<file path="src/itra_pkg.sv">
package itra_pkg;

    localparam int VALUE_BITS  = 32;
    localparam int RADIX_BITS  = 8;
    localparam int CHAR_BITS   = 7;
    localparam int DIGIT_BITS  = 6;
    localparam int STEP_BITS   = 8;
    localparam int DIV_STEPS   = (VALUE_BITS + STEP_BITS - 1) / STEP_BITS;
    localparam int PAD_BITS    = DIV_STEPS * STEP_BITS;
    localparam int STEP_CNT_W  = (DIV_STEPS > 1) ? $clog2(DIV_STEPS) : 1;
    localparam int DIGIT_IDX_W = $clog2(VALUE_BITS);
    localparam int QUEUE_DEPTH = 2;
    localparam int QPTR_W      = $clog2(QUEUE_DEPTH);

    localparam logic [RADIX_BITS-1:0] RADIX_MIN     = RADIX_BITS'(2);
    localparam logic [RADIX_BITS-1:0] RADIX_MAX     = RADIX_BITS'(36);
    localparam logic [DIGIT_BITS-1:0] RADIX_DEFAULT = DIGIT_BITS'(10);
    localparam logic [DIGIT_BITS-1:0] DIGIT_TEN     = DIGIT_BITS'(10);

    localparam logic [CHAR_BITS-1:0] CHAR_MINUS = 7'h2D;
    localparam logic [CHAR_BITS-1:0] CHAR_ZERO  = 7'h30;
    localparam logic [CHAR_BITS-1:0] CHAR_ALPHA = 7'h41;

    typedef struct packed {
        logic signed [VALUE_BITS-1:0] value;
        logic [RADIX_BITS-1:0]        radix;
    } item_t;

    typedef struct packed {
        logic [CHAR_BITS-1:0] character;
        logic                 last;
    } text_t;

    typedef struct packed {
        logic                  negative;
        logic [DIGIT_BITS-1:0] radix;
        logic [VALUE_BITS-1:0] magnitude;
    } job_t;

    typedef enum logic [2:0] {
        BACK_IDLE,
        BACK_SIGN,
        BACK_DIVIDE,
        BACK_FETCH,
        BACK_EMIT
    } back_state_t;

    function automatic logic [CHAR_BITS-1:0] digit_char(input logic [DIGIT_BITS-1:0] digit);
        logic [CHAR_BITS-1:0] wide;
        wide = CHAR_BITS'(digit);
        if (digit < DIGIT_TEN)
        begin
            return CHAR_ZERO + wide;
        end
        return CHAR_ALPHA + wide - CHAR_BITS'(DIGIT_TEN);
    endfunction

endpackage

</file>
<file path="src/itra_front.sv">
module itra_front
    import itra_pkg::*;
(
    input  logic  item_valid,
    output logic  item_stall,
    input  item_t item,
    input  logic  full,
    output logic  push,
    output job_t  job
);

    logic [VALUE_BITS-1:0] raw;

    assign raw        = item.value;
    assign item_stall = full;
    assign push       = item_valid && !full;

    always_comb
    begin
        job.negative  = raw[VALUE_BITS-1];
        job.magnitude = raw[VALUE_BITS-1] ? (~raw + 1'b1) : raw;
        if (item.radix < RADIX_MIN || item.radix > RADIX_MAX)
        begin
            job.radix = RADIX_DEFAULT;
        end
        else
        begin
            job.radix = item.radix[DIGIT_BITS-1:0];
        end
    end

endmodule

</file>
<file path="src/itra_queue.sv">
module itra_queue
    import itra_pkg::*;
(
    input  logic clk,
    input  logic rst_n,
    input  logic push,
    input  job_t push_job,
    input  logic pop,
    output job_t head,
    output logic nonempty,
    output logic full
);

    job_t              slot_reg [QUEUE_DEPTH];
    logic [QPTR_W-1:0] wr_ptr_reg, wr_ptr_next;
    logic [QPTR_W-1:0] rd_ptr_reg, rd_ptr_next;
    logic [QPTR_W:0]   count_reg, count_next;

    assign head     = slot_reg[rd_ptr_reg];
    assign nonempty = (count_reg != '0);
    assign full     = (count_reg == (QPTR_W + 1)'(QUEUE_DEPTH));

    always_comb
    begin
        wr_ptr_next = push ? wr_ptr_reg + 1'b1 : wr_ptr_reg;
        rd_ptr_next = pop ? rd_ptr_reg + 1'b1 : rd_ptr_reg;
        count_next  = count_reg + (QPTR_W + 1)'(push) - (QPTR_W + 1)'(pop);
    end

    always_ff @(posedge clk)
    begin
        if (push)
        begin
            slot_reg[wr_ptr_reg] <= push_job;
        end
    end

    always_ff @(posedge clk or negedge rst_n)
    begin
        if (!rst_n)
        begin
            wr_ptr_reg <= '0;
            rd_ptr_reg <= '0;
            count_reg  <= '0;
        end
        else
        begin
            wr_ptr_reg <= wr_ptr_next;
            rd_ptr_reg <= rd_ptr_next;
            count_reg  <= count_next;
        end
    end

endmodule

</file>
<file path="src/itra_back.sv">
module itra_back
    import itra_pkg::*;
(
    input  logic  clk,
    input  logic  rst_n,
    input  job_t  head,
    input  logic  nonempty,
    output logic  pop,
    output logic  text_valid,
    input  logic  text_stall,
    output text_t text
);

    back_state_t            state_reg, state_next;
    logic [DIGIT_BITS-1:0]  radix_reg, radix_next;
    logic [PAD_BITS-1:0]    work_reg, work_next;
    logic [DIGIT_BITS-1:0]  rem_reg, rem_next;
    logic [STEP_CNT_W-1:0]  step_reg, step_next;
    logic [DIGIT_IDX_W-1:0] wptr_reg, wptr_next;
    logic [DIGIT_IDX_W-1:0] idx_reg, idx_next;
    logic                   out_valid_reg, out_valid_next;
    text_t                  out_reg, out_next;
    logic [DIGIT_BITS-1:0]  rd_data_reg;
    logic [DIGIT_BITS-1:0]  digit_mem [VALUE_BITS];

    logic                   mem_we;
    logic                   load_out;
    logic                   slot_free;
    logic [DIGIT_BITS-1:0]  div_rem;
    logic [PAD_BITS-1:0]    div_work;

    localparam logic [STEP_CNT_W-1:0] STEP_LAST = STEP_CNT_W'(DIV_STEPS - 1);

    assign slot_free  = !out_valid_reg || !text_stall;
    assign text_valid = out_valid_reg;
    assign text       = out_reg;

    // STEP_BITS quotient bits per pass, remainder stays below radix
    always_comb
    begin
        logic [DIGIT_BITS:0]   trial;
        logic [DIGIT_BITS-1:0] r;
        logic [PAD_BITS-1:0]   w;
        r = rem_reg;
        w = work_reg;
        for (int i = 0; i < STEP_BITS; i++)
        begin
            trial = {r, w[PAD_BITS-1]};
            w     = {w[PAD_BITS-2:0], 1'b0};
            if (trial >= {1'b0, radix_reg})
            begin
                trial = trial - {1'b0, radix_reg};
                w[0]  = 1'b1;
            end
            r = trial[DIGIT_BITS-1:0];
        end
        div_rem  = r;
        div_work = w;
    end

    always_comb
    begin
        state_next = state_reg;
        radix_next = radix_reg;
        work_next  = work_reg;
        rem_next   = rem_reg;
        step_next  = step_reg;
        wptr_next  = wptr_reg;
        idx_next   = idx_reg;
        out_next   = out_reg;
        pop        = 1'b0;
        mem_we     = 1'b0;
        load_out   = 1'b0;

        unique case (state_reg)
            BACK_IDLE:
            begin
                if (nonempty)
                begin
                    pop        = 1'b1;
                    radix_next = head.radix;
                    work_next  = PAD_BITS'(head.magnitude);
                    rem_next   = '0;
                    step_next  = '0;
                    wptr_next  = '0;
                    state_next = head.negative ? BACK_SIGN : BACK_DIVIDE;
                end
            end
            BACK_SIGN:
            begin
                if (slot_free)
                begin
                    load_out           = 1'b1;
                    out_next.character = CHAR_MINUS;
                    out_next.last      = 1'b0;
                    state_next         = BACK_DIVIDE;
                end
            end
            BACK_DIVIDE:
            begin
                work_next = div_work;
                rem_next  = div_rem;
                if (step_reg == STEP_LAST)
                begin
                    mem_we    = 1'b1;
                    step_next = '0;
                    rem_next  = '0;
                    if (div_work == '0)
                    begin
                        idx_next   = wptr_reg;
                        state_next = BACK_FETCH;
                    end
                    else
                    begin
                        wptr_next = wptr_reg + 1'b1;
                    end
                end
                else
                begin
                    step_next = step_reg + 1'b1;
                end
            end
            BACK_FETCH:
            begin
                state_next = BACK_EMIT;
            end
            BACK_EMIT:
            begin
                if (slot_free)
                begin
                    load_out           = 1'b1;
                    out_next.character = digit_char(rd_data_reg);
                    out_next.last      = (idx_reg == '0);
                    if (idx_reg == '0)
                    begin
                        state_next = BACK_IDLE;
                    end
                    else
                    begin
                        idx_next = idx_reg - 1'b1;
                    end
                end
            end
            default:
            begin
                state_next = BACK_IDLE;
            end
        endcase

        if (load_out)
        begin
            out_valid_next = 1'b1;
        end
        else if (out_valid_reg && !text_stall)
        begin
            out_valid_next = 1'b0;
        end
        else
        begin
            out_valid_next = out_valid_reg;
        end
    end

    always_ff @(posedge clk)
    begin
        if (mem_we)
        begin
            digit_mem[wptr_reg] <= div_rem;
        end
        rd_data_reg <= digit_mem[idx_next];
    end

    always_ff @(posedge clk)
    begin
        radix_reg <= radix_next;
        work_reg  <= work_next;
        rem_reg   <= rem_next;
        idx_reg   <= idx_next;
        out_reg   <= out_next;
    end

    always_ff @(posedge clk or negedge rst_n)
    begin
        if (!rst_n)
        begin
            state_reg     <= BACK_IDLE;
            step_reg      <= '0;
            wptr_reg      <= '0;
            out_valid_reg <= 1'b0;
        end
        else
        begin
            state_reg     <= state_next;
            step_reg      <= step_next;
            wptr_reg      <= wptr_next;
            out_valid_reg <= out_valid_next;
        end
    end

endmodule

</file>
<file path="src/integer_to_radix_ascii_core.sv">
// Converts a signed 32-bit integer to ASCII text in radix 2 to 36 (other radix codes
// mean 10). Input channel item_valid / item_stall / item carries value and radix;
// output channel text_valid / text_stall / text carries one character per beat,
// '-' first for a negative value, then digits 0-9, A-Z most significant first,
// with last set on the final character.
// An input beat lands in a two-entry job queue, so up to two items wait while the
// converter works. The remainder divider takes 8 quotient bits per cycle over the
// 32-bit magnitude for each digit. The converter pops the job, sends the '-' of a
// negative value to the output register, divides out all digits, fetches the most
// significant digit, then sends each character through the output register.
// With the converter idle, the '-' of a negative value goes out before the digits
// are divided; for other values the first character follows the last division.
// Reset (rst_n low, asynchronous) empties the queue and drops any text in flight.
// A stalled output beat holds; the converter then waits and the queue fills,
// after which item_stall rises.
module integer_to_radix_ascii_core
    import itra_pkg::*;
(
    input  logic  clk,
    input  logic  rst_n,
    input  logic  item_valid,
    output logic  item_stall,
    input  item_t item,
    output logic  text_valid,
    input  logic  text_stall,
    output text_t text
);

    logic push;
    logic pop;
    logic full;
    logic nonempty;
    job_t push_job;
    job_t head;

    itra_front u_front (
        .item_valid (item_valid),
        .item_stall (item_stall),
        .item       (item),
        .full       (full),
        .push       (push),
        .job        (push_job)
    );

    itra_queue u_queue (
        .clk      (clk),
        .rst_n    (rst_n),
        .push     (push),
        .push_job (push_job),
        .pop      (pop),
        .head     (head),
        .nonempty (nonempty),
        .full     (full)
    );

    itra_back u_back (
        .clk        (clk),
        .rst_n      (rst_n),
        .head       (head),
        .nonempty   (nonempty),
        .pop        (pop),
        .text_valid (text_valid),
        .text_stall (text_stall),
        .text       (text)
    );

endmodule
</file>
<file path="config.mk">
export PLATFORM = sky130hd
export DESIGN_NAME = integer_to_radix_ascii_core
export DESIGN_NICKNAME = d
export VERILOG_FILES = /design/src/itra_pkg.sv /design/src/itra_front.sv /design/src/itra_queue.sv /design/src/itra_back.sv /design/src/integer_to_radix_ascii_core.sv
export SDC_FILE = /design/constraint.sdc
export NUM_CORES = 1
export LEC_CHECK = 0
export BUFFER_PORTS_ARGS = -buffer_cell sky130_fd_sc_hd__buf_2
export CAP_MARGIN = 20
export CORE_MARGIN = 3
export CORE_UTILIZATION = 55
export DETAILED_ROUTE_END_ITERATION = 16
export GPL_TIMING_DRIVEN = 0
export PLACE_DENSITY = 0.72
export SETUP_SLACK_MARGIN = 0.5
export SYNTH_ARGS = -nofsm -noshare
export SYNTH_HDL_FRONTEND = slang
export SYNTH_SLANG_ARGS = --single-unit
</file>
<file path="constraint.sdc">
create_clock -name clk -period 43.6 [get_ports clk]
set_input_delay 8.72 -clock clk [delete_from_list [all_inputs] [get_ports clk]]
set_output_delay 8.72 -clock clk [all_outputs]
set_load 0.03 [all_outputs]
</file>
==> run summary, run 1 <==
share of layout cells above drive strength 1 = 0.128
routability cong. = 0.889
Place WS = 22.17 ns
fraction of the mapped netlist area in adder cells = 0.0523
Mean Syn Cell Area = 12.3 µm²
max cap viols = 0
net count after synthesis = 1532
CTS Root Cell = clkbuf_16
drt drc = 0
Netlist Area Pre-Place = 17400 µm²
routed wire length = 38900 µm
Die Width = 184 µm
worst clock skew = 0.0205 ns
Via density = 6.05
Crit-path slowest cell = edfxtp_1
H-Tree Depth = 2
max reg flops = 192
slew margin rel. = 0.331
vias in the first global route = 11400
Yosys reg bits = 348
global-route wire length before repair = 61500 µm
critical path's largest stage delay = 0.68 ns
Initial Utilization = 0.563
CTS resizes = 0
count of input and output buffers = 53
ys flop type = edfxtp_1
unrepaired setup endpoints after global routing = no
critical path class = reg2reg
critical path launch point type = flip-flop
CTS tree = done
post-synthesis async set-or-reset flop share = 0.0431
final setup margin = 21.87 ns
CP dominant cell by count = o21ai_0
routed len/inst = 20.1 µm
CP arrival = 22.14 ns
initial antenna violation count = 0
n_diodes = 0
Mapped Cells = 1420
core area = 30900 µm²
Max Slew Vio Count = 0
gr ovfl total = 0
EDFF count, synth = 322
Least-Margin Pin Slew = 1.00 ns
worst-path fanout max = 10
total negative slack = 0 ns
Hold WC Path Type = reg2reg
CTS Buffer Depth = 3
io pins = 54
post-synthesis mux area share = 0.0693
TritonRoute pass-1 iters = 6
Nets = 1627
area delta synth->final = 12.0%
Clk pin slew, worst setup/hold paths = 0.06 ns
Vias = 11700
worst skew pair latency = 0.53 ns
status = complete, no violations
gr usage total = 0.231
final hold vios = 0
postcts setup bufs = 0
CP Data Required Time = 44.01 ns
First DRT Iteration DRCs = 1038
fmax = 46.0 MHz
CTS Buf Count = 36
compound-gate portion of the synthesized area = 0.127
fillers = 2344
simple-gate area share of the yosys netlist = 0.100
antenna violation net count after detailed routing = 0
clk sinks = 348
Die Y = 184 µm
Netlist cell types = 81
final setup fails = 0
# hold bufs at CTS = 0
die area = 33800 µm²
Final HPWL DP = 27300 µm
largest family of logic cells by synthesized area = compound AO/OA/AOI/OAI gates
largest net degree at the start of global routing = 39
XOR/XNOR Fraction of Synth Area = 0.0317
Tcrit/Tclk final = 0.498
synth warn = 0
num rows = 64
Seq/Total Area, Yosys = 0.589
fin crit period = 21.73 ns
Worst Setup End Kind = flip-flop
[stage by stage]
stage / util / area (µm²) / hold WS (ns) / cells
2_1_floorplan: - / 17400 / 0.461 / 1420
3_3_place_gp: 0.588 / 18200 / 0.479 / 1869
3_5_place_dp: 0.592 / 18300 / 0.498 / 1873
4_1_cts: 0.631 / 19500 / 0.513 / 1938
5_1_grt: 0.631 / 19500 / 0.524 / 1938
6_report: 0.631 / 19500 / 0.512 / 1938
[synth_stat cells, types with 11 or more instances]
library cell | instances | share of area
edfxtp_1 | 322 | 0.56
nand2_1 | 123 | 0.027
o21ai_0 | 104 | 0.030
nor2_1 | 99 | 0.021
inv_1 | 71 | 0.015
mux2i_1 | 70 | 0.040
a21oi_1 | 65 | 0.019
ha_1 | 60 | 0.043
xnor2_1 | 51 | 0.026
mux2_2 | 45 | 0.029
o211ai_1 | 36 | 0.016
clkbuf_1 | 33 | 0.0071
a21o_1 | 27 | 0.012
nand3_1 | 23 | 0.0066
buf_2 | 15 | 0.0043
dfrtp_1 | 15 | 0.022
o31ai_1 | 13 | 0.0056
nand2b_1 | 12 | 0.0043
nor4_1 | 12 | 0.0043
o21a_1 | 12 | 0.0052
xor2_1 | 12 | 0.0060
dfxtp_1 | 11 | 0.013
nand4_1 | 11 | 0.0040
[cell families (layout without fill, tap and decap cells)]
group | Yosys count | in the layout
flip-flops | 348 | 348
multiplexers | 115 | 115
XOR/XNOR | 63 | 63
buffers and inverters | 128 | 250
adder cells (fa/ha/maj) | 68 | 68
AND/OR/NAND/NOR | 358 | 358
AO/OA/AOI/OAI | 340 | 340
[worst max-delay path: cells and delay by family, from the launching register on]
kind                     cells  cell delay [ns]
adder cells (fa/ha/maj)      8             2.39
multiplexers                 5             1.77
AO/OA/AOI/OAI               40            10.40
AND/OR/NAND/NOR             22             4.48
buffers and inverters       11             1.89
flip-flops                   1             0.68
[per-layer routing]
metal	up-vias	GRT usage	wire (µm)
met1	5698	0.332	17300
met2	425	0.371	17900
met5	-	0	0
li1	5535	-	-
met4	0	0.0599	827
met3	72	0.0372	2830
[cells in the final DEF (no fill, tap or decap), drive strengths merged, types with 11 or more instances in the layout]
cell,netlist,layout
edfxtp,322,322
mux2,45,45
dfxtp,11,11
ha,60,60
nand4,11,11
a21oi,65,65
dfrtp,15,15
nand2b,12,12
o211ai,37,37
o31ai,13,13
xnor2,51,51
inv,74,74
nand2,123,123
o21a,12,12
a21o,27,27
nand3,23,23
mux2i,70,70
nor2,102,102
clkbuf,33,86
buf,21,78
xor2,12,12
o21ai,113,113
nor4,13,13
[layout make-up]
| cell class | instances | area [µm²] | share of cell area |
|---|---|---|---|
| Buffer | 54 | 244 | 0.0125 |
| Clock buffer | 53 | 1040 | 0.0532 |
| Clock inverter | 12 | 169 | 0.00866 |
| Inverter | 74 | 278 | 0.0142 |
| Multi-Input combinational cell | 944 | 6660 | 0.342 |
| Sequential cell | 348 | 10300 | 0.526 |
| Tap cell | 396 | 495 | 0.0254 |
| Timing Repair Buffer | 57 | 353 | 0.0181 |
[worst paths after layout]
check | slack [ns] | cells after the start | to | start
worst max-delay path | 21.87 | 86 | u_back.rd_data_reg[5] | u_back.radix_reg[1]
worst min register to register | 0.51 | 2 | u_back.step_reg[1] | u_back.step_reg[1]
worst min-delay path | 0.51 | 2 | u_back.step_reg[1] | u_back.step_reg[1]
worst max register to register | 21.87 | 86 | u_back.rd_data_reg[5] | u_back.radix_reg[1]
max in group asynchronous | 35.17 | 1 | u_queue.wr_ptr_reg | rst_n
min in group asynchronous | 8.12 | 1 | u_back.state_reg[2] | rst_n
Power of run 1 is not shown: default switching activity piles up to over one toggle a cycle in this logic, so the estimate is an artifact.
==> inputs of run 2 (changes only) <==
--- a/config.mk
+++ b/config.mk
@@ -11,7 +11,7 @@
 export CORE_UTILIZATION = 55
 export DETAILED_ROUTE_END_ITERATION = 16
 export GPL_TIMING_DRIVEN = 0
-export PLACE_DENSITY = 0.72
+export PLACE_DENSITY = 0.75
 export SETUP_SLACK_MARGIN = 0.5
 export SYNTH_ARGS = -nofsm -noshare
 export SYNTH_HDL_FRONTEND = slang
==> constraint.sdc (replaced) <==
create_clock -name clk -period 18.95 [get_ports clk]
set_input_delay 3.79 -clock clk [delete_from_list [all_inputs] [get_ports clk]]
set_output_delay 3.79 -clock clk [all_outputs]
set_load 0.03 [all_outputs]
==> run 2 against run 1 <==
Against the previous run:
- global-route usage is essentially flat
- sequential share of layout area shrank 1.0 points
- sequential cell count is the same
- register-to-register slack lost 21 ns
- design area grew 2.0%
- routed wire length grew 0.77%
- die area is the same
- first-iteration DRC count grew 4.1%
- clock-buffer cell count shrank 3
- worst hold slack gained 0.0075 ns
==> run summary, run 2 (synthesis gave the netlist of run 1 again) <==
CP Data Required Time = 19.36 ns (-24.65 ns)
clk sinks = 348 (unchanged)
fmax = 56.6 MHz (+23%)
die area = 33800 µm² (unchanged)
gr usage total = 0.231 (about the same)
Nets = 1656 (+1.8%)
Hold Path Depth = 2 (unchanged)
Crit-path slowest cell = edfxtp_1
routed wire length = 39200 µm (+0.77%)
routed len/inst = 19.9 µm (-0.71%)
Initial Utilization = 0.563 (unchanged)
met1 Usage GRT = 0.332 (-0.000400)
antenna violation net count after detailed routing = 0 (unchanged)
CP arrival = 18.07 ns (-4.07 ns)
total negative slack = 0 ns (unchanged)
final setup fails = 0 (unchanged)
gr ovfl total = 0 (unchanged)
r2r setup slk = 1.29 ns (-20.58 ns)
Tcrit/Tclk final = 0.932 (+0.434)
core area = 30900 µm² (unchanged)
largest net degree at the start of global routing = 39 (unchanged)
Vias = 11800 (+0.84%)
Least-Margin Pin Slew = 0.967 ns (-0.0345 ns)
status = complete, no violations
post-route insts no fill = 1967 (+1.5%)
RR Endpoint = u_back.rd_data_reg[3]
critical path class = reg2reg
worst clock skew = 0.0165 ns (-0.00402 ns)
Hold Slack = 0.520 ns (+0.00754 ns)
slew margin rel. = 0.354 (+0.0231)
n_diodes = 0 (unchanged)
max reg flops = 192 (unchanged)
hold path startpoint = u_back.step_reg[1]
Hold EP = u_back.step_reg[1]
# hold bufs at CTS = 0 (unchanged)
Max Slew Vio Count = 0 (unchanged)
fin crit period = 17.66 ns (-4.07 ns)
GR peak layer = met2
Via density = 6.01 (-0.64%)
share of layout cells above drive strength 1 = 0.170 (+0.0422)
Worst Setup End Kind = flip-flop
count of input and output buffers = 53 (unchanged)
Hold WC Path Type = reg2reg
worst-path fanout max = 10 (unchanged)
vias in the first global route = 11700 (+2.4%)
worst-case reg-to-reg path depth = 85 (-1.2%)
CTS Buffer Depth = 3 (unchanged)
CP dominant cell by count = ha_1
placed insts = 1873 (unchanged)
routability cong. = 0.940 (+5.7%)
global-route wire length before repair = 61800 µm (+0.55%)
num rows = 64 (unchanged)
Final HPWL DP = 27100 µm (-0.49%)
initial antenna violation count = 0 (unchanged)
commonest non-fill, non-tap cell in the layout = edfxtp_1
critical path launch point type = flip-flop
worst skew pair latency = 0.53 ns (about the same)
Critical R2R Launch = u_back.radix_reg[0]
area delta synth->final = 14.2%
drt drc = 0 (unchanged)
Die Width = 184 µm (unchanged)
routing usage on met2 = 0.370 (-0.000593)
unrepaired setup endpoints after global routing = no
critical path's largest stage delay = 0.61 ns (-0.07 ns)
TritonRoute pass-1 iters = 6 (unchanged)
Clk pin slew, worst setup/hold paths = 0.06 ns (about the same)
max cap viols = 0 (unchanged)
H-Tree Depth = 2 (unchanged)
most frequent cells in the layout = 322 x edfxtp_1, 120 x nand2_1, 97 x o21ai_0, 92 x nor2_1
final hold vios = 0 (unchanged)
CTS Buf Count = 37 (+2.8%)
CTS Root Cell = clkbuf_16
CTS tree = done
First DRT Iteration DRCs = 1081 (+4.1%)
GR met3 Demand/Resource = 0.0372 (unchanged)
Die Y = 184 µm (unchanged)
io pins = 54 (unchanged)
run 2: area by class of cell:
cell class | instances | area, µm²
clock inverter | 16 | 103
fill | 2259 | 11000
clock buffer | 50 | 1000
sequential | 348 | 10300
buffer | 54 | 264
multi-input combinational | 944 | 6910
timing repair buffer | 85 | 558
inverter | 74 | 289
tap | 396 | 495
run 2: worst max path at each step:
| stage | from | endpoint | slack, ns | cells after the start |
|---|---|---|---|---|
| 2_1_floorplan | u_back.radix_reg[1] | u_back.rd_data_reg[0] | 1.78 | 85 |
| 3_3_place_gp | u_back.radix_reg[1] | u_back.digit_mem[12][2] | -2.73 | 75 |
| 3_5_place_dp | u_back.radix_reg[1] | u_back.rd_data_reg[0] | -2.42 | 86 |
| 4_1_cts | u_back.radix_reg[4] | u_back.rd_data_reg[0] | 0.56 | 88 |
| 5_1_grt | u_back.radix_reg[4] | u_back.rd_data_reg[1] | 0.29 | 88 |
| 6_report | u_back.radix_reg[0] | u_back.rd_data_reg[3] | 1.29 | 85 |
run 2: per-stage QoR:
| stage | setup slack [ns] | util | area [µm²] |
|---|---|---|---|
| final | 1.29 | 0.643 | 19900 |
| after global routing | 0.289 | 0.643 | 19900 |
| after CTS | 0.556 | 0.634 | 19600 |
| after detailed placement | -2.42 | 0.592 | 18300 |
| after global placement | -2.73 | 0.588 | 18200 |
| after floorplan | 1.78 | - | 17400 |
run 2: what timing repair did:
| item | CTS | global route |
|---|---|---|
| pin swaps | 5 | 16 |
| setup buffers | 11 | 17 |
| resized for setup | 33 | 42 |
| setup endpoints to repair | 217 | 216 |
| gates cloned | 0 | 0 |
run 2: critical path, delay by kind of cell, from the launching register on:
kind / cells / cell delay (ns)
adders and majority gates: 8 / 2.45
buffers and inverters: 10 / 1.30
AOI/OAI and AO/OA: 41 / 8.06
DFF: 1 / 0.61
and+or+nand+nor: 20 / 3.23
muxes: 6 / 1.84
run 2: layer usage:
metal,routed length (µm),up-vias
li1,-,5589
met1,17300,5728
met2,18300,442
met3,2770,70
met4,841,0
met5,0,-
Power of run 2 is left out for the same reason.
